File: src/rtl/core/bbtrp_pkg.sv
// ----------------------------------------------------------------------------
// bbtrp_pkg: shared types and constants of the bus telegram receive parser
// Payload structs for both channels, event and command codes, register
// indexes, frame byte positions and the application code decoder.
// ----------------------------------------------------------------------------
`default_nettype none

package bbtrp_pkg;

   // Frame position counter width and default frame length limit.
   localparam int POS_W               = 6;
   localparam int MAX_FRAME_BYTES_DEF = 39;

   // Configuration port.
   localparam int CSR_IDX_W  = 2;
   localparam int CSR_DATA_W = 16;
   localparam logic [CSR_IDX_W-1:0] CSR_OWN_ADDRESS   = 2'd0;
   localparam logic [CSR_IDX_W-1:0] CSR_TIMEOUT_TICKS = 2'd1;

   localparam logic [15:0] OWN_ADDRESS_RESET   = 16'h0000;
   localparam logic [7:0]  TIMEOUT_TICKS_RESET = 8'd5;

   // Input commands.
   localparam logic CMD_BYTE = 1'b0;
   localparam logic CMD_TICK = 1'b1;

   // Result events.
   localparam logic [1:0] EV_NONE       = 2'd0;
   localparam logic [1:0] EV_ACK_REQ    = 2'd1;
   localparam logic [1:0] EV_PAYLOAD    = 2'd2;
   localparam logic [1:0] EV_FRAME_DONE = 2'd3;

   // Byte positions with a fixed role in the frame.
   localparam logic [POS_W-1:0] POS_CONTROL = 6'd0;
   localparam logic [POS_W-1:0] POS_SRC_HI  = 6'd1;
   localparam logic [POS_W-1:0] POS_SRC_LO  = 6'd2;
   localparam logic [POS_W-1:0] POS_DST_HI  = 6'd3;
   localparam logic [POS_W-1:0] POS_DST_LO  = 6'd4;
   localparam logic [POS_W-1:0] POS_LENGTH  = 6'd5;
   localparam logic [POS_W-1:0] POS_APCI_HI = 6'd6;
   localparam logic [POS_W-1:0] POS_APCI_LO = 6'd7;

   // The check byte sits this far past the length field value.
   localparam logic [POS_W-1:0] CHECK_OFFSET = 6'd7;

   typedef struct packed {
      logic       cmd;
      logic [7:0] rx_byte;
   } req_payload_type;

   typedef struct packed {
      logic [1:0]  event_res;
      logic [7:0]  data_byte;
      logic [3:0]  data_index;
      logic [7:0]  control_byte;
      logic [15:0] source_address;
      logic [15:0] target_address;
      logic        target_is_group;
      logic [2:0]  hop_count;
      logic [3:0]  payload_length;
      logic [9:0]  apci_code;
      logic [7:0]  checksum_xor;
      logic        addressed_to_me;
   } rsp_payload_type;

   // Short service codes keep only the high nibble; all others append the
   // low six bits below the nibble.
   function automatic logic [9:0] decode_apci(input logic [3:0] high,
                                              input logic [5:0] low);
      logic [9:0] code;
      case (high) inside
         4'h1, 4'h2, 4'h6, 4'h8, 4'h9, 4'hA, 4'hC, 4'hE: code = {6'd0, high};
         default:                                         code = {high, low};
      endcase
      return code;
   endfunction

endpackage

`default_nettype wire

File: src/rtl/core/bbtrp_parser.sv
// ----------------------------------------------------------------------------
// bbtrp_parser: frame state and per-item result logic
// Holds the frame position, running XOR, idle counter and captured header
// fields, and forms the one result that each accepted item produces.
// ----------------------------------------------------------------------------
`default_nettype none

module bbtrp_parser
   import bbtrp_pkg::*;
#(
   parameter int MAX_FRAME_BYTES = MAX_FRAME_BYTES_DEF
) (
   input  wire logic            clock,
   input  wire logic            reset,
   input  wire logic            take,
   input  wire req_payload_type item,
   input  wire logic [15:0]     own_address,
   input  wire logic [7:0]      timeout_ticks,
   output      rsp_payload_type result
);

   localparam logic [POS_W-1:0] MAX_POS = POS_W'(MAX_FRAME_BYTES);

   logic [POS_W-1:0] pos_ff, pos_in;
   logic [7:0]       xor_ff, xor_in;
   logic [7:0]       idle_ff, idle_in;
   logic [7:0]       control_ff, control_in;
   logic [15:0]      source_ff, source_in;
   logic [15:0]      target_ff, target_in;
   logic [7:0]       length_ff, length_in;
   logic [3:0]       apci_high_ff, apci_high_in;
   logic [5:0]       apci_low_ff, apci_low_in;
   logic [3:0]       pidx_ff, pidx_in;

   logic             timed_out;
   logic             overlong;
   logic [POS_W-1:0] pos_start;
   logic [POS_W-1:0] pos;
   logic [POS_W-1:0] check_pos;
   logic [7:0]       xor_new;
   logic [7:0]       b;
   logic             in_payload;
   logic             done;
   logic             is_group;

   always_comb begin
      b         = item.rx_byte;
      timed_out = idle_ff > timeout_ticks;
      pos_start = timed_out ? '0 : pos_ff;
      overlong  = pos_start >= MAX_POS;
      pos       = overlong ? '0 : pos_start;
      xor_new   = ((timed_out || overlong) ? 8'd0 : xor_ff) ^ b;

      control_in   = control_ff;
      source_in    = source_ff;
      target_in    = target_ff;
      length_in    = length_ff;
      apci_high_in = apci_high_ff;
      apci_low_in  = apci_low_ff;
      pidx_in      = overlong ? 4'd0 : pidx_ff;
      idle_in      = idle_ff;
      pos_in       = pos_ff;
      xor_in       = xor_ff;
      result       = '0;

      case (pos)
         POS_CONTROL: control_in       = b;
         POS_SRC_HI:  source_in[15:8]  = b;
         POS_SRC_LO:  source_in[7:0]   = b;
         POS_DST_HI:  target_in[15:8]  = b;
         POS_DST_LO:  target_in[7:0]   = b;
         POS_LENGTH: begin
            length_in        = b;
            result.event_res = EV_ACK_REQ;
         end
         POS_APCI_HI: apci_high_in = {b[1:0], 2'b00};
         POS_APCI_LO: begin
            apci_high_in      = apci_high_ff + {2'b00, b[7:6]};
            apci_low_in       = b[5:0];
            pidx_in           = 4'd0;
            result.event_res  = EV_PAYLOAD;
            result.data_byte  = {2'b00, b[5:0]};
            result.data_index = 4'd0;
         end
         default: ;
      endcase

      check_pos  = {2'b00, length_in[3:0]} + CHECK_OFFSET;
      in_payload = (pos > POS_APCI_LO) && (pos < check_pos);
      done       = pos == check_pos;
      is_group   = length_in[7];

      if (in_payload) begin
         pidx_in           = pidx_in + 4'd1;
         result.event_res  = EV_PAYLOAD;
         result.data_byte  = b;
         result.data_index = pidx_in;
      end

      if (done) begin
         result.event_res       = EV_FRAME_DONE;
         result.data_byte       = 8'd0;
         result.data_index      = 4'd0;
         result.control_byte    = control_in;
         result.source_address  = source_in;
         result.target_address  = target_in;
         result.target_is_group = is_group;
         result.hop_count       = length_in[6:4];
         result.payload_length  = length_in[3:0];
         result.apci_code       = decode_apci(apci_high_in, apci_low_in);
         result.checksum_xor    = xor_new;
         result.addressed_to_me = is_group || (target_in == own_address);
      end

      pos_in  = done ? '0 : pos + 6'd1;
      xor_in  = done ? 8'd0 : xor_new;
      idle_in = 8'd0;

      // A tick only advances the idle counter and reports nothing.
      if (item.cmd == CMD_TICK) begin
         control_in   = control_ff;
         source_in    = source_ff;
         target_in    = target_ff;
         length_in    = length_ff;
         apci_high_in = apci_high_ff;
         apci_low_in  = apci_low_ff;
         pidx_in      = pidx_ff;
         pos_in       = pos_ff;
         xor_in       = xor_ff;
         idle_in      = (idle_ff == 8'hFF) ? idle_ff : idle_ff + 8'd1;
         result       = '0;
      end
   end

   always_ff @(posedge clock) begin
      if (reset) begin
         pos_ff       <= '0;
         xor_ff       <= '0;
         idle_ff      <= '0;
         control_ff   <= '0;
         source_ff    <= '0;
         target_ff    <= '0;
         length_ff    <= '0;
         apci_high_ff <= '0;
         apci_low_ff  <= '0;
         pidx_ff      <= '0;
      end else if (take) begin
         pos_ff       <= pos_in;
         xor_ff       <= xor_in;
         idle_ff      <= idle_in;
         control_ff   <= control_in;
         source_ff    <= source_in;
         target_ff    <= target_in;
         length_ff    <= length_in;
         apci_high_ff <= apci_high_in;
         apci_low_ff  <= apci_low_in;
         pidx_ff      <= pidx_in;
      end
   end

   // A tick never moves the frame position.
   a_tick_keeps_position: assert property (@(posedge clock) disable iff (reset)
      take && item.cmd == CMD_TICK |=> pos_ff == $past(pos_ff))
      else $error("frame position moved on an idle tick");

   // Any received byte clears the idle counter.
   a_byte_clears_idle: assert property (@(posedge clock) disable iff (reset)
      take && item.cmd == CMD_BYTE |=> idle_ff == 8'd0)
      else $error("idle counter not cleared by a received byte");

endmodule

`default_nettype wire

File: src/rtl/core/bbtrp_out_buf.sv
// ----------------------------------------------------------------------------
// bbtrp_out_buf: two-entry result queue
// Holds finished results so that the input side keeps moving while the
// result side is stalled; full throughput with one entry in use.
// ----------------------------------------------------------------------------
`default_nettype none

module bbtrp_out_buf
   import bbtrp_pkg::*;
(
   input  wire logic            clock,
   input  wire logic            reset,
   input  wire logic            push,
   input  wire rsp_payload_type push_data,
   output      logic            full,
   output      logic            out_valid,
   input  wire logic            out_stall,
   output      rsp_payload_type out_data
);

   rsp_payload_type entry_ff [2];
   logic            wr_ptr_ff, wr_ptr_in;
   logic            rd_ptr_ff, rd_ptr_in;
   logic [1:0]      count_ff, count_in;
   logic            pop;

   always_comb begin
      full      = count_ff == 2'd2;
      out_valid = count_ff != 2'd0;
      out_data  = entry_ff[rd_ptr_ff];
      pop       = out_valid && !out_stall;
      wr_ptr_in = push ? !wr_ptr_ff : wr_ptr_ff;
      rd_ptr_in = pop ? !rd_ptr_ff : rd_ptr_ff;
      count_in  = count_ff + {1'b0, push} - {1'b0, pop};
   end

   always_ff @(posedge clock) begin
      if (reset) begin
         wr_ptr_ff <= 1'b0;
         rd_ptr_ff <= 1'b0;
         count_ff  <= 2'd0;
      end else begin
         wr_ptr_ff <= wr_ptr_in;
         rd_ptr_ff <= rd_ptr_in;
         count_ff  <= count_in;
      end
   end

   always_ff @(posedge clock) begin
      if (push) begin
         entry_ff[wr_ptr_ff] <= push_data;
      end
   end

   a_never_overfilled: assert property (@(posedge clock) disable iff (reset)
      count_ff != 2'd3 && !(push && full))
      else $error("result queue overflow");

   // The pointers differ exactly when one entry is held.
   a_pointer_count: assert property (@(posedge clock) disable iff (reset)
      (wr_ptr_ff != rd_ptr_ff) == (count_ff == 2'd1))
      else $error("queue pointers disagree with fill count");

endmodule

`default_nettype wire

File: src/rtl/core/building_bus_telegram_receive_parser_core.sv
// ----------------------------------------------------------------------------
// building_bus_telegram_receive_parser_core: bus telegram receive parser
// Parses received bus bytes and idle ticks into acknowledge requests,
// payload bytes and frame-complete reports with the decoded header.
// ----------------------------------------------------------------------------
//
//   Channel | Direction | Handshake            | Moves
//   --------+-----------+----------------------+------------------------------
//   req_    | in        | req_valid/req_stall  | one byte or tick per transfer
//   rsp_    | out       | rsp_valid/rsp_stall  | one result per input transfer
//   csr_    | in        | csr_valid/csr_ready  | register index and write data
//
// Every input transfer yields exactly one result transfer, in the cycle after
// it at the earliest. The parser updates its frame state in the cycle of the
// transfer, so an input can be taken on every clock; the limit is the
// two-entry result queue, which raises req_stall only while it is full.
// Reset is synchronous and active high; it clears the frame state, the
// queue and the registers (own_address 0, timeout_ticks 5). csr_ready is
// always high. Write registers while no work is pending; it is not enforced.
// ----------------------------------------------------------------------------
`default_nettype none

module building_bus_telegram_receive_parser_core
   import bbtrp_pkg::*;
#(
   parameter int MAX_FRAME_BYTES = MAX_FRAME_BYTES_DEF
) (
   input  wire logic                  clock,
   input  wire logic                  reset,
   // Input channel.
   input  wire logic                  req_valid,
   output      logic                  req_stall,
   input  wire req_payload_type       req_payload,
   // Result channel.
   output      logic                  rsp_valid,
   input  wire logic                  rsp_stall,
   output      rsp_payload_type       rsp_payload,
   // Configuration write channel.
   input  wire logic                  csr_valid,
   output      logic                  csr_ready,
   input  wire logic [CSR_IDX_W-1:0]  csr_index,
   input  wire logic [CSR_DATA_W-1:0] csr_wdata
);

   logic [15:0]     own_address_ff, own_address_in;
   logic [7:0]      timeout_ticks_ff, timeout_ticks_in;
   logic            take;
   logic            full;
   rsp_payload_type result;

   // Register file: a write to an index beyond the list is dropped.
   always_comb begin
      csr_ready        = 1'b1;
      own_address_in   = own_address_ff;
      timeout_ticks_in = timeout_ticks_ff;
      if (csr_valid && csr_ready) begin
         case (csr_index)
            CSR_OWN_ADDRESS:   own_address_in   = csr_wdata;
            CSR_TIMEOUT_TICKS: timeout_ticks_in = csr_wdata[7:0];
            default: ;
         endcase
      end
   end

   always_ff @(posedge clock) begin
      if (reset) begin
         own_address_ff   <= OWN_ADDRESS_RESET;
         timeout_ticks_ff <= TIMEOUT_TICKS_RESET;
      end else begin
         own_address_ff   <= own_address_in;
         timeout_ticks_ff <= timeout_ticks_in;
      end
   end

   // An input transfer happens whenever the queue has room.
   assign req_stall = full;
   assign take      = req_valid && !req_stall;

   bbtrp_parser #(
      .MAX_FRAME_BYTES (MAX_FRAME_BYTES)
   ) u_parser (
      .clock         (clock),
      .reset         (reset),
      .take          (take),
      .item          (req_payload),
      .own_address   (own_address_ff),
      .timeout_ticks (timeout_ticks_ff),
      .result        (result)
   );

   bbtrp_out_buf u_out_buf (
      .clock     (clock),
      .reset     (reset),
      .push      (take),
      .push_data (result),
      .full      (full),
      .out_valid (rsp_valid),
      .out_stall (rsp_stall),
      .out_data  (rsp_payload)
   );

endmodule

`default_nettype wire
File: config.mk
export PLATFORM = sky130hd
export DESIGN_NAME = building_bus_telegram_receive_parser_core
export DESIGN_NICKNAME = d
export VERILOG_FILES = /design/src/rtl/core/bbtrp_pkg.sv /design/src/rtl/core/bbtrp_parser.sv /design/src/rtl/core/bbtrp_out_buf.sv /design/src/rtl/core/building_bus_telegram_receive_parser_core.sv
export SDC_FILE = /design/constraint.sdc
export NUM_CORES = 1
export LEC_CHECK = 0
export ABC_AREA = 1
export BUFFER_PORTS_ARGS = -buffer_cell sky130_fd_sc_hd__clkbuf_2
export CORE_AREA = 2 2 165 135
export CTS_CLUSTER_DIAMETER = 200
export CTS_CLUSTER_SIZE = 12
export DETAILED_ROUTE_END_ITERATION = 8
export DIE_AREA = 0 0 167 137
export GPL_ROUTABILITY_DRIVEN = 0
export PLACE_DENSITY = 0.78
export SYNTH_ARGS = -nofsm -noshare
export SYNTH_HDL_FRONTEND = slang
export SYNTH_SLANG_ARGS = --single-unit
File: constraint.sdc
create_clock -name clock -period 5.76 [get_ports clock]
set_input_delay 1.152 -clock clock [delete_from_list [all_inputs] [get_ports clock]]
set_output_delay 1.152 -clock clock [all_outputs]
set_load 0.01 [all_outputs]
==> results.sh, run 1 <==
export IMPL_outcome="completed"
export IMPL_grt_use_total=0.242
export IMPL_p_sw_frac=0.271
export IMPL_nets=1329
export IMPL_cts_sinks=275
export IMPL_peakVddDrop_mv=0.266
export IMPL_slew_headroom=0.215
export IMPL_htreeDepth=1
export IMPL_synth_nets=1235
export IMPL_ctsHoldBuffers=0
export IMPL_yosys_most_used_dff="edfxtp_1"
export IMPL_p_comb_frac=0.188
export IMPL_antenna_found_initial=0
export IMPL_postCtsSetupRepairBufs=0
export IMPL_finalHoldViolCount=0
export IMPL_synth_edff_count=162
export IMPL_grt_overflow_total=0
export IMPL_setup_viol=0
export IMPL_cts_buffers=26
export IMPL_clockRootBuffer="clkbuf_16"
export IMPL_power_share_clock=0.319
export IMPL_ys_ff_latch=275
export IMPL_synth_top_area_cell="edfxtp_1"
export IMPL_die_area_mm2=0.0229
export IMPL_pwr_share_seq=0.493
export IMPL_via_per_inst=5.69
export IMPL_fmax_mhz=192
export IMPL_routed_wl_um=28100
export IMPL_die_w_um=167
export IMPL_ff2ff_path_depth=23
export IMPL_grt_pass1_vias=8536
export IMPL_synth_xor_area_share=0.0121
export IMPL_tritoncts="done"
export IMPL_syn_area_mm2=0.0123
export IMPL_postSynthCellCount=1179
export IMPL_p_int_w=0.00351
export IMPL_min_path_cells=1
export IMPL_async_flop_share=0
export IMPL_yosys_warnings=0
export IMPL_cp_max_fo=33
export IMPL_synth_simple_area_share=0.145
export IMPL_row_count=48
export IMPL_synth_top_family_by_area="simple AND/OR/NAND/NOR gates"
export IMPL_synth_adder_area_share=0.0251
export IMPL_synthMuxAreaShare=0.0743
export IMPL_drive_gt1_frac=0.218
export IMPL_critical_path_class="flop to flop"
export IMPL_endpoint_kind="flop"
export IMPL_tightest_slew_ns=1.17
export IMPL_hold_path_class="flop to flop"
export IMPL_cellPowerDensity_mw_per_mm2=350
export IMPL_routedWlPerCell_um=17.9
export IMPL_synthDominantCellAreaShare=0.396
export IMPL_cp_arrival_ns=5.47
export IMPL_finClkSkew_ns=0.0148
export IMPL_synthDistinctLibCells=54
export IMPL_place_hpwl_um=18500
export IMPL_portBuffers=114
export IMPL_firstDrtPassIters=5
export IMPL_syn_avg_cell_area_um2=10.4
export IMPL_hold_ws_ns=0.447
export IMPL_final_setup_tns_ns=0
export IMPL_period_minus_slack_ns=5.20
export IMPL_cts_path_max_buffers=3
export IMPL_initial_core_util=0.579
export IMPL_dr_total_vias=8919
export IMPL_grt_max_degree=59
export IMPL_cp_start_kind="flop"
export IMPL_fillCellCount=1662
export IMPL_first_iter_violations=785
export IMPL_clk_insertion_delay_late_ns=0.53
export IMPL_synth_area_leaders="edfxtp_1, dfxtp_1, mux2_2"
export IMPL_io_pins=116
export IMPL_rsz0062_at_grt="no"
export IMPL_drc=0
export IMPL_cts_resized=0
export IMPL_worstPathRequired_ns=6.03
export IMPL_core_mm2=0.0212
export IMPL_cap_violations=0
export IMPL_fin_crit_sh=0.903
export IMPL_drtAntennaViolNets=0
export IMPL_p_sw_w=0.00131
export IMPL_grt_pass1_wl_um=44100
export IMPL_diodes=0
export IMPL_drv_slew=0
export IMPL_synth_compound_area_share=0.101
export IMPL_clk_pin_slew_ns=0.06
export IMPL_area_delta_synth_final_pct=12.2
export IMPL_seq_area_frac_synth=0.580
export IMPL_die_y_um=137
export IMPL_p_leak_nw=5.43
==> power by group through the flow <==
stage	clock, W	sequential (W)	combinational (W)
2_1_floorplan	0	0.00238	0.000615
3_3_place_gp	0	0.00241	0.000902
3_5_place_dp	0	0.00242	0.000912
4_1_cts	0.00156	0.00238	0.000918
5_1_grt	0.00163	0.00240	0.000991
6_report	0.00154	0.00237	0.000908
==> cell usage in the layout, fill, tap and decap left out, types with 5 or more instances in the layout <==
| cell type | count |
|---|---|
| o211ai_1 | 6 |
| nor3_1 | 14 |
| o21ai_0 | 58 |
| o22ai_1 | 57 |
| nor2_4 | 5 |
| nand2_2 | 5 |
| clkbuf_1 | 20 |
| nand3_1 | 50 |
| mux2_2 | 81 |
| clkbuf_16 | 26 |
| dfxtp_1 | 112 |
| o21ai_2 | 6 |
| o21ai_1 | 34 |
| nor2_1 | 114 |
| ha_1 | 23 |
| edfxtp_1 | 162 |
| nand2_1 | 152 |
| inv_2 | 9 |
| a21oi_1 | 36 |
| nand4_1 | 7 |
| nand3_2 | 7 |
| xor2_1 | 15 |
| clkbuf_2 | 114 |
| nand3b_1 | 6 |
| inv_1 | 124 |
==> state kept, by name, indices dropped and copies added, names as in the netlist, 6 cells and up, named ones only <==
register and cells:
u_out_buf.entry_ff 162, own_address_ff 16, u_parser.source_ff 16, u_parser.target_ff 16, timeout_ticks_ff 8, u_parser.control_ff 8, u_parser.idle_ff 8, u_parser.length_ff 8
u_parser.xor_ff 8, u_parser.apci_low_ff 6, u_parser.pos_ff 6
==> layout make-up <==
class | instances | area [um2] | share of cell area
Multi-Input combinational cell | 714 | 4410 | 0.320
Clock buffer | 46 | 726 | 0.0526
Tap cell | 275 | 344 | 0.0250
Clock inverter | 1 | 16.3 | 0.00118
Inverter | 136 | 513 | 0.0372
Timing Repair Buffer | 120 | 641 | 0.0465
Sequential cell | 275 | 7130 | 0.517
==> per-stage QoR <==
step	worst slack [ns]	area, um2	utilization	power [W]	instances
floorplan	0.513	12300	-	0.00300	1179
global placement	0.841	13000	0.615	0.00331	1520
detailed placement	0.669	13000	0.615	0.00333	1520
CTS	0.641	13800	0.650	0.00485	1567
global route	0.0964	13800	0.650	0.00502	1567
finish	0.558	13800	0.650	0.00482	1567
==> Yosys cell counts (6+ instances only) <==
cell type and number:
nor2_1 116, ha_1 23, inv_2 9, o21ai_2 6
o21ai_1 34, nand3b_1 6, xor2_1 15, nand4_1 7
nand2_1 153, nor3_1 14, nand3_1 50, nand3_2 7
clkbuf_1 38, o21ai_0 58, dfxtp_1 113, o22ai_1 57
inv_1 124, a21oi_1 36, buf_2 9, edfxtp_1 162
mux2_2 81, o211ai_1 6
==> critical path, cell delays in order, from the launching register on <==
cell and delay, ns:
dfxtp_1 0.41, ha_1 0.29, a21oi_1 0.21, nand2_1 0.09
nand2_1 0.10, nand2_4 0.08, a22oi_4 0.33, inv_2 0.11
nor2_1 0.24, inv_1 0.10, ha_1 0.24, nand2_2 0.26
nand2_1 0.11, o21ai_2 0.14, and2_1 0.24, xnor2_1 0.13
inv_1 0.06, ha_1 0.28, nand4_1 0.09, or2_1 0.28
nor2_8 0.09, inv_2 0.51, buf_4 0.40, nor2_1 0.13
==> cells by family after synthesis <==
logic type / Yosys count
and+or+nand+nor: 379
DFF: 275
AOI/OAI and AO/OA: 212
buffers and inverters: 190
muxes: 81
adders and majority gates: 24
xor gates and xnor gates: 17
other: 1
==> worst paths after layout <==
path	from	to	slack (ns)
max	u_parser.idle_ff[3]$_SDFFE_PP0P_	u_out_buf.entry_ff[0][44]$_DFFE_PP_	0.56
max reg2reg	u_parser.idle_ff[3]$_SDFFE_PP0P_	u_out_buf.entry_ff[0][44]$_DFFE_PP_	0.56
min reg2reg	u_out_buf.rd_ptr_ff$_SDFFE_PP0P_	flop	0.45
min	u_out_buf.rd_ptr_ff$_SDFFE_PP0P_	flop	0.45
==> per-layer routing <==
layer,track usage,part of all wire,vias to the layer above
met5,0,0,-
met4,0.0536,0.016,0
met3,0.0451,0.073,44
met2,0.394,0.46,350
met1,0.342,0.45,4264
li1,-,-,4261
No activity file was read; power rests on OpenSTA's default activity.
==> run 2: changes to the inputs <==
--- a/config.mk
+++ b/config.mk
@@ -19 +19,2 @@
 export SYNTH_SLANG_ARGS = --single-unit
+export TNS_END_PERCENT = 50
--- a/constraint.sdc
+++ b/constraint.sdc
@@ -3,2 +3,2 @@
 set_output_delay 1.152 -clock clock [all_outputs]
-set_load 0.01 [all_outputs]
+set_load 0.02 [all_outputs]
==> run 2 against run 1 <==
  * Worst hold slack improved by 0.0042 ns
  * Via count decreased by 0.67%
  * Setup slack got worse by 0.032 ns
  * Die area unchanged
  * Global-route usage increased by 0.20 points
  * Highest routed layer unchanged
==> results.sh, run 2 (synthesis gave the netlist of run 1 again) <==
export IMPL_outcome="completed"
export IMPL_first_iter_violations=839
export IMPL_final_setup_tns_ns=0
export IMPL_cp_num_buf_inv=5
export IMPL_finalHoldViolCount=0
export IMPL_grt_pass1_vias=8597
export IMPL_cts_buffers=26
export IMPL_worstPathRequired_ns=6.04
export IMPL_row_count=48
export IMPL_postCtsSetupRepairBufs=0
export IMPL_tightest_slew_ns=1.19
export IMPL_p_int_w=0.00351
export IMPL_routedWlPerCell_um=18.2
export IMPL_endpoint_kind="flop"
export IMPL_dr_total_vias=8859
export IMPL_diodes=0
export IMPL_place_ws_ns=0.642
export IMPL_clk_pin_slew_ns=0.06
export IMPL_slew_headroom=0.202
export IMPL_period_minus_slack_ns=5.23
export IMPL_path_cells="inv_1 -> ha_1 -> a21oi_1 -> nor2_1 -> nor2_1 -> nand2_4 -> a22oi_4 -> inv_2 -> nor2_1 -> inv_1 -> ha_1 -> nand2_2 -> nand2_1 -> o21ai_1 -> a31o_2 -> nand2_1 -> ha_1 -> nand4_1 -> or2_1 -> nor2_8 -> inv_2 -> buf_4 -> nor2_1"
export IMPL_cts_path_max_buffers=3
export IMPL_htreeDepth=1
export IMPL_critical_path_class="flop to flop"
export IMPL_fmax_mhz=191
export IMPL_largest_reg_flops=162
export IMPL_r2r_end="u_out_buf.entry_ff[1][44]$_DFFE_PP_"
export IMPL_area_delta_synth_final_pct=12.2
export IMPL_r2r_start="timeout_ticks_ff[5]$_SDFFE_PP0P_"
export IMPL_power_share_clock=0.311
export IMPL_clk_insertion_delay_late_ns=0.54
export IMPL_die_w_um=167
export IMPL_drc=0
export IMPL_die_area_mm2=0.0229
export IMPL_crit_top_cell="nor2_1"
export IMPL_io_pins=116
export IMPL_finClkSkew_ns=0.0122
export IMPL_clockRootBuffer="clkbuf_16"
export IMPL_final_common_cell="edfxtp_1"
export IMPL_p_leak_nw=5.43
export IMPL_r2r_slack_ns=0.53
export IMPL_core_mm2=0.0212
export IMPL_cp_max_fo=33
export IMPL_cpMaxStageDelayCell="inv_2"
export IMPL_cts_sinks=275
export IMPL_routed_wl_um=28400
export IMPL_nets=1329
export IMPL_drv_slew=0
export IMPL_grt_use_total=0.244
export IMPL_top_register="u_out_buf.entry_ff"
export IMPL_grt_pass1_wl_um=44300
export IMPL_antenna_found_initial=0
export IMPL_ff2ff_path_depth=23
export IMPL_die_y_um=137
export IMPL_p_sw_frac=0.292
export IMPL_min_path_cells=1
export IMPL_grt_max_degree=59
export IMPL_rsz0062_at_grt="no"
export IMPL_cp_arrival_ns=5.51
export IMPL_cts_resized=0
export IMPL_cp_start_kind="flop"
export IMPL_drtAntennaViolNets=0
export IMPL_p_comb_frac=0.210
export IMPL_cellPowerDensity_mw_per_mm2=360
export IMPL_initial_core_util=0.579
export IMPL_firstDrtPassIters=7
export IMPL_mostFrequentLayoutCells="edfxtp_1, nand2_1, inv_1"
export IMPL_ctsHoldBuffers=0
export IMPL_min_delay_start="u_out_buf.rd_ptr_ff$_SDFFE_PP0P_"
export IMPL_setup_viol=0
export IMPL_fin_crit_sh=0.909
export IMPL_cap_violations=0
export IMPL_peakVddDrop_mv=0.318
export IMPL_pwr_share_seq=0.479
export IMPL_crit_family="simple AND/OR/NAND/NOR gates"
export IMPL_via_per_inst=5.66
export IMPL_drive_gt1_frac=0.219
export IMPL_portBuffers=114
export IMPL_grt_overflow_total=0
export IMPL_p_sw_w=0.00145
export IMPL_place_hpwl_um=18600
export IMPL_hold_path_class="flop to flop"
export IMPL_crit_path_max_incr_delay_ns=0.51
export IMPL_tritoncts="done"
export IMPL_layout_setup_ws_ns=0.525
run 2: cell count changes in the layout (fill, tap and decap cells not counted):
cell	change
clkbuf_1	-2
run 2: layer usage:
metal / vias to the layer above / track usage / share of wire
li1: 4257 / - / -
met1: 4228 / 0.344 / 0.45
met2: 314 / 0.393 / 0.45
met3: 60 / 0.0353 / 0.071
met4: 0 / 0.0829 / 0.028
met5: - / 0 / 0
run 2: power by group through the flow:
stage	Clock (W)	Sequential, W	Combinational [W]
2_1_floorplan	0	0.00238	0.000751
3_3_place_gp	0	0.00240	0.00104
3_5_place_dp	0	0.00242	0.00104
4_1_cts	0.00156	0.00237	0.00105
5_1_grt	0.00163	0.00239	0.00112
6_report	0.00154	0.00237	0.00104
run 2: cell type report:
class / instances / area [um2]
fill: 1682 / 7420
sequential: 275 / 7130
multi-input combinational: 714 / 4410
clock buffer: 44 / 718
timing repair buffer: 120 / 641
inverter: 136 / 513
tap: 275 / 344
clock inverter: 1 / 16.3
run 2: worst max-delay path by stage:
| stage | end | slack [ns] | depth (start not counted) | from |
|---|---|---|---|---|
| 6_report | u_out_buf.entry_ff[1][44]$_DFFE_PP_ | 0.53 | 23 | timeout_ticks_ff[5]$_SDFFE_PP0P_ |
| 5_1_grt | u_out_buf.entry_ff[0][64]$_DFFE_PP_ | 0.14 | 24 | u_parser.idle_ff[1]$_SDFFE_PP0P_ |
| 2_1_floorplan | u_out_buf.entry_ff[1][0]$_DFFE_PP_ | 0.51 | 2 | req_valid |
| 3_5_place_dp | u_out_buf.entry_ff[1][64]$_DFFE_PP_ | 0.64 | 23 | u_parser.idle_ff[6]$_SDFFE_PP0P_ |
| 4_1_cts | u_out_buf.entry_ff[0][64]$_DFFE_PP_ | 0.59 | 23 | timeout_ticks_ff[5]$_SDFFE_PP0P_ |
| 3_3_place_gp | u_out_buf.entry_ff[0][28]$_DFFE_PP_ | 0.84 | 24 | timeout_ticks_ff[5]$_SDFFE_PP0P_ |
run 2: worst register-to-register path: stages (launching register included):
cell and delay (ns):
dfxtp_1 0.31, inv_1 0.05, ha_1 0.31, a21oi_1 0.15, nor2_1 0.06, nor2_1 0.17, nand2_4 0.10, a22oi_4 0.32
inv_2 0.11, nor2_1 0.25, inv_1 0.10, ha_1 0.24, nand2_2 0.27, nand2_1 0.09, o21ai_1 0.26, a31o_2 0.24
nand2_1 0.06, ha_1 0.32, nand4_1 0.12, or2_1 0.29, nor2_8 0.10, inv_2 0.51, buf_4 0.42, nor2_1 0.13
run 2: metrics by stage:
step / cells / util / hold WS, ns / instance area, um2 / total power [W]
after global routing: 1565 / 0.650 / 0.479 / 13800 / 0.00514
after detailed placement: 1520 / 0.615 / 0.444 / 13000 / 0.00346
after global placement: 1520 / 0.615 / 0.426 / 13000 / 0.00344
after floorplan: 1179 / - / 0.426 / 12300 / 0.00313
after CTS: 1565 / 0.650 / 0.450 / 13800 / 0.00499
final: 1565 / 0.650 / 0.451 / 13800 / 0.00496
==> run 3: changes to the inputs <==
Settings changed: CORE_AREA 2 2 165 135 to 2 2 188 153, DIE_AREA 0 0 167 137 to 0 0 190 155, PLACE_DENSITY 0.78 to 0.63.
==> run 3 against run 2 <==
  * First-iteration DRC count shrank 26%
  * Sequential share of layout area shrank 0.47 points
  * Final area grew 0.93%
  * Largest power group unchanged
  * Worst hold slack lost 0.0095 ns
  * Fmax grew 2.7%
  * Clock skew grew 0.0037 ns
  * Sequential power is essentially flat
  * Global-route usage shrank 4.7 points
  * Highest routed layer unchanged
  * Register-to-register slack gained 0.14 ns
==> results.sh, run 3 (synthesis gave the netlist of run 1 again) <==
export IMPL_outcome="completed"
export IMPL_top_layer="met4"
export IMPL_grt_overflow_total=0
export IMPL_drive_gt1_frac=0.221
export IMPL_finClkSkew_ns=0.0158
export IMPL_grt_pass1_wl_um=45300
export IMPL_tritoncts="done"
export IMPL_dr_total_vias=8674
export IMPL_portBuffers=114
export IMPL_place_ws_ns=0.670
export IMPL_layout_setup_ws_ns=0.662
export IMPL_fmax_mhz=196
export IMPL_finalHoldViolCount=0
export IMPL_cp_arrival_ns=5.37
export IMPL_fin_crit_sh=0.885
export IMPL_wl_met3_um=1780
export IMPL_clk_pin_slew_ns=0.06
export IMPL_p_leak_nw=5.44
export IMPL_drc=0
export IMPL_nets=1333
export IMPL_postCtsSetupRepairBufs=0
export IMPL_via_per_inst=5.21
export IMPL_place_hpwl_um=19400
export IMPL_cts_buffers=26
export IMPL_largest_reg_flops=162
export IMPL_grt_use_total=0.197
export IMPL_peakVddDrop_mv=0.205
export IMPL_rsz0062_at_grt="no"
export IMPL_slew_headroom=0.237
export IMPL_mostFrequentLayoutCells="edfxtp_1, nand2_1, inv_1"
export IMPL_cp_max_fo=27
export IMPL_diodes=0
export IMPL_core_mm2=0.0277
export IMPL_grt_max_degree=59
export IMPL_cts_path_max_buffers=3
export IMPL_io_pins=116
export IMPL_critical_path_class="flop to flop"
export IMPL_antenna_found_initial=0
export IMPL_hold_path_class="flop to flop"
export IMPL_tightest_slew_ns=1.15
export IMPL_cellPowerDensity_mw_per_mm2=357
export IMPL_row_count=55
export IMPL_cts_resized=0
export IMPL_final_setup_tns_ns=0
export IMPL_final_common_cell="edfxtp_1"
export IMPL_clockRootBuffer="clkbuf_16"
export IMPL_routed_wl_um=29100
export IMPL_routedWlPerCell_um=17.5
export IMPL_placed_cells=1619
export IMPL_r2r_slack_ns=0.66
export IMPL_wl_met1_um=13900
export IMPL_setup_viol=0
export IMPL_fillCellCount=2537
export IMPL_ctsHoldBuffers=0
export IMPL_clk_insertion_delay_late_ns=0.54
export IMPL_period_minus_slack_ns=5.10
export IMPL_cap_violations=0
export IMPL_die_w_um=190
export IMPL_htreeDepth=1
export IMPL_wl_met2_um=12800
export IMPL_drv_slew=0
export IMPL_drtAntennaViolNets=0
export IMPL_die_y_um=155
export IMPL_cp_start_kind="flop"
export IMPL_initial_core_util=0.443
export IMPL_worstPathRequired_ns=6.03
export IMPL_area_delta_synth_final_pct=13.2
export IMPL_final_cells=1665
export IMPL_endpoint_kind="flop"
export IMPL_grt_pass1_vias=8100
export IMPL_top_register="u_out_buf.entry_ff"
export IMPL_firstDrtPassIters=5
export IMPL_cts_sinks=275
export IMPL_die_area_mm2=0.0295
export IMPL_first_iter_violations=617
==> run 3: critical path, stage by stage, from the launching register on <==
cell and delay (ns):
dfxtp_1 0.42, ha_1 0.26, nand2_1 0.13, nor2_1 0.06
nor2_1 0.19, nand2_4 0.11, a22oi_4 0.35, inv_2 0.11
nor2_1 0.25, inv_1 0.10, ha_1 0.24, nand2_2 0.27
nand2_1 0.08, o21ai_1 0.08, inv_1 0.11, and2_1 0.19
xnor2_1 0.16, inv_1 0.06, ha_1 0.28, nand4_1 0.09
or2_1 0.28, nor2_8 0.10, inv_2 0.46, buf_4 0.35
nor2_1 0.10
==> run 3: report_power, final <==
group          switching, W  internal, W  total [W]
combinational      0.000668     0.000370    0.00104
sequential        0.0000876      0.00229    0.00238
clock              0.000708     0.000845    0.00155
==> run 3: final cells by class <==
type	count	area [um2]	share of cell area
Sequential cell	275	7130	0.513
Clock inverter	1	16.3	0.00117
Clock buffer	45	722	0.0519
Timing Repair Buffer	124	646	0.0464
Tap cell	370	463	0.0333
Multi-Input combinational cell	714	4410	0.317
Inverter	136	513	0.0369
==> run 3: metal layers <==
layer / track usage / vias up
li1: - / 4268
met1: 0.296 / 4121
met2: 0.302 / 243
met3: 0.0298 / 42
met4: 0.0410 / 0
met5: 0 / -
==> run 3: path summary, 6_finish.rpt <==
path,from,to,depth (start not counted)
max reg2reg,u_parser.idle_ff[6]$_SDFFE_PP0P_,u_out_buf.entry_ff[1][36]$_DFFE_PP_,24
min reg2reg,u_out_buf.rd_ptr_ff$_SDFFE_PP0P_,flop,1
min,u_out_buf.rd_ptr_ff$_SDFFE_PP0P_,flop,1
max,u_parser.idle_ff[6]$_SDFFE_PP0P_,u_out_buf.entry_ff[1][36]$_DFFE_PP_,24
==> run 3: metrics by stage <==
step | power [W] | hold WS (ns) | instance area (um2) | util
4_1_cts | 0.00503 | 0.441 | 13900 | 0.501
5_1_grt | 0.00519 | 0.466 | 13900 | 0.501
2_1_floorplan | 0.00313 | 0.426 | 12300 | -
6_report | 0.00497 | 0.442 | 13900 | 0.501
3_5_place_dp | 0.00348 | 0.429 | 13200 | 0.475
3_3_place_gp | 0.00347 | 0.425 | 13200 | 0.475
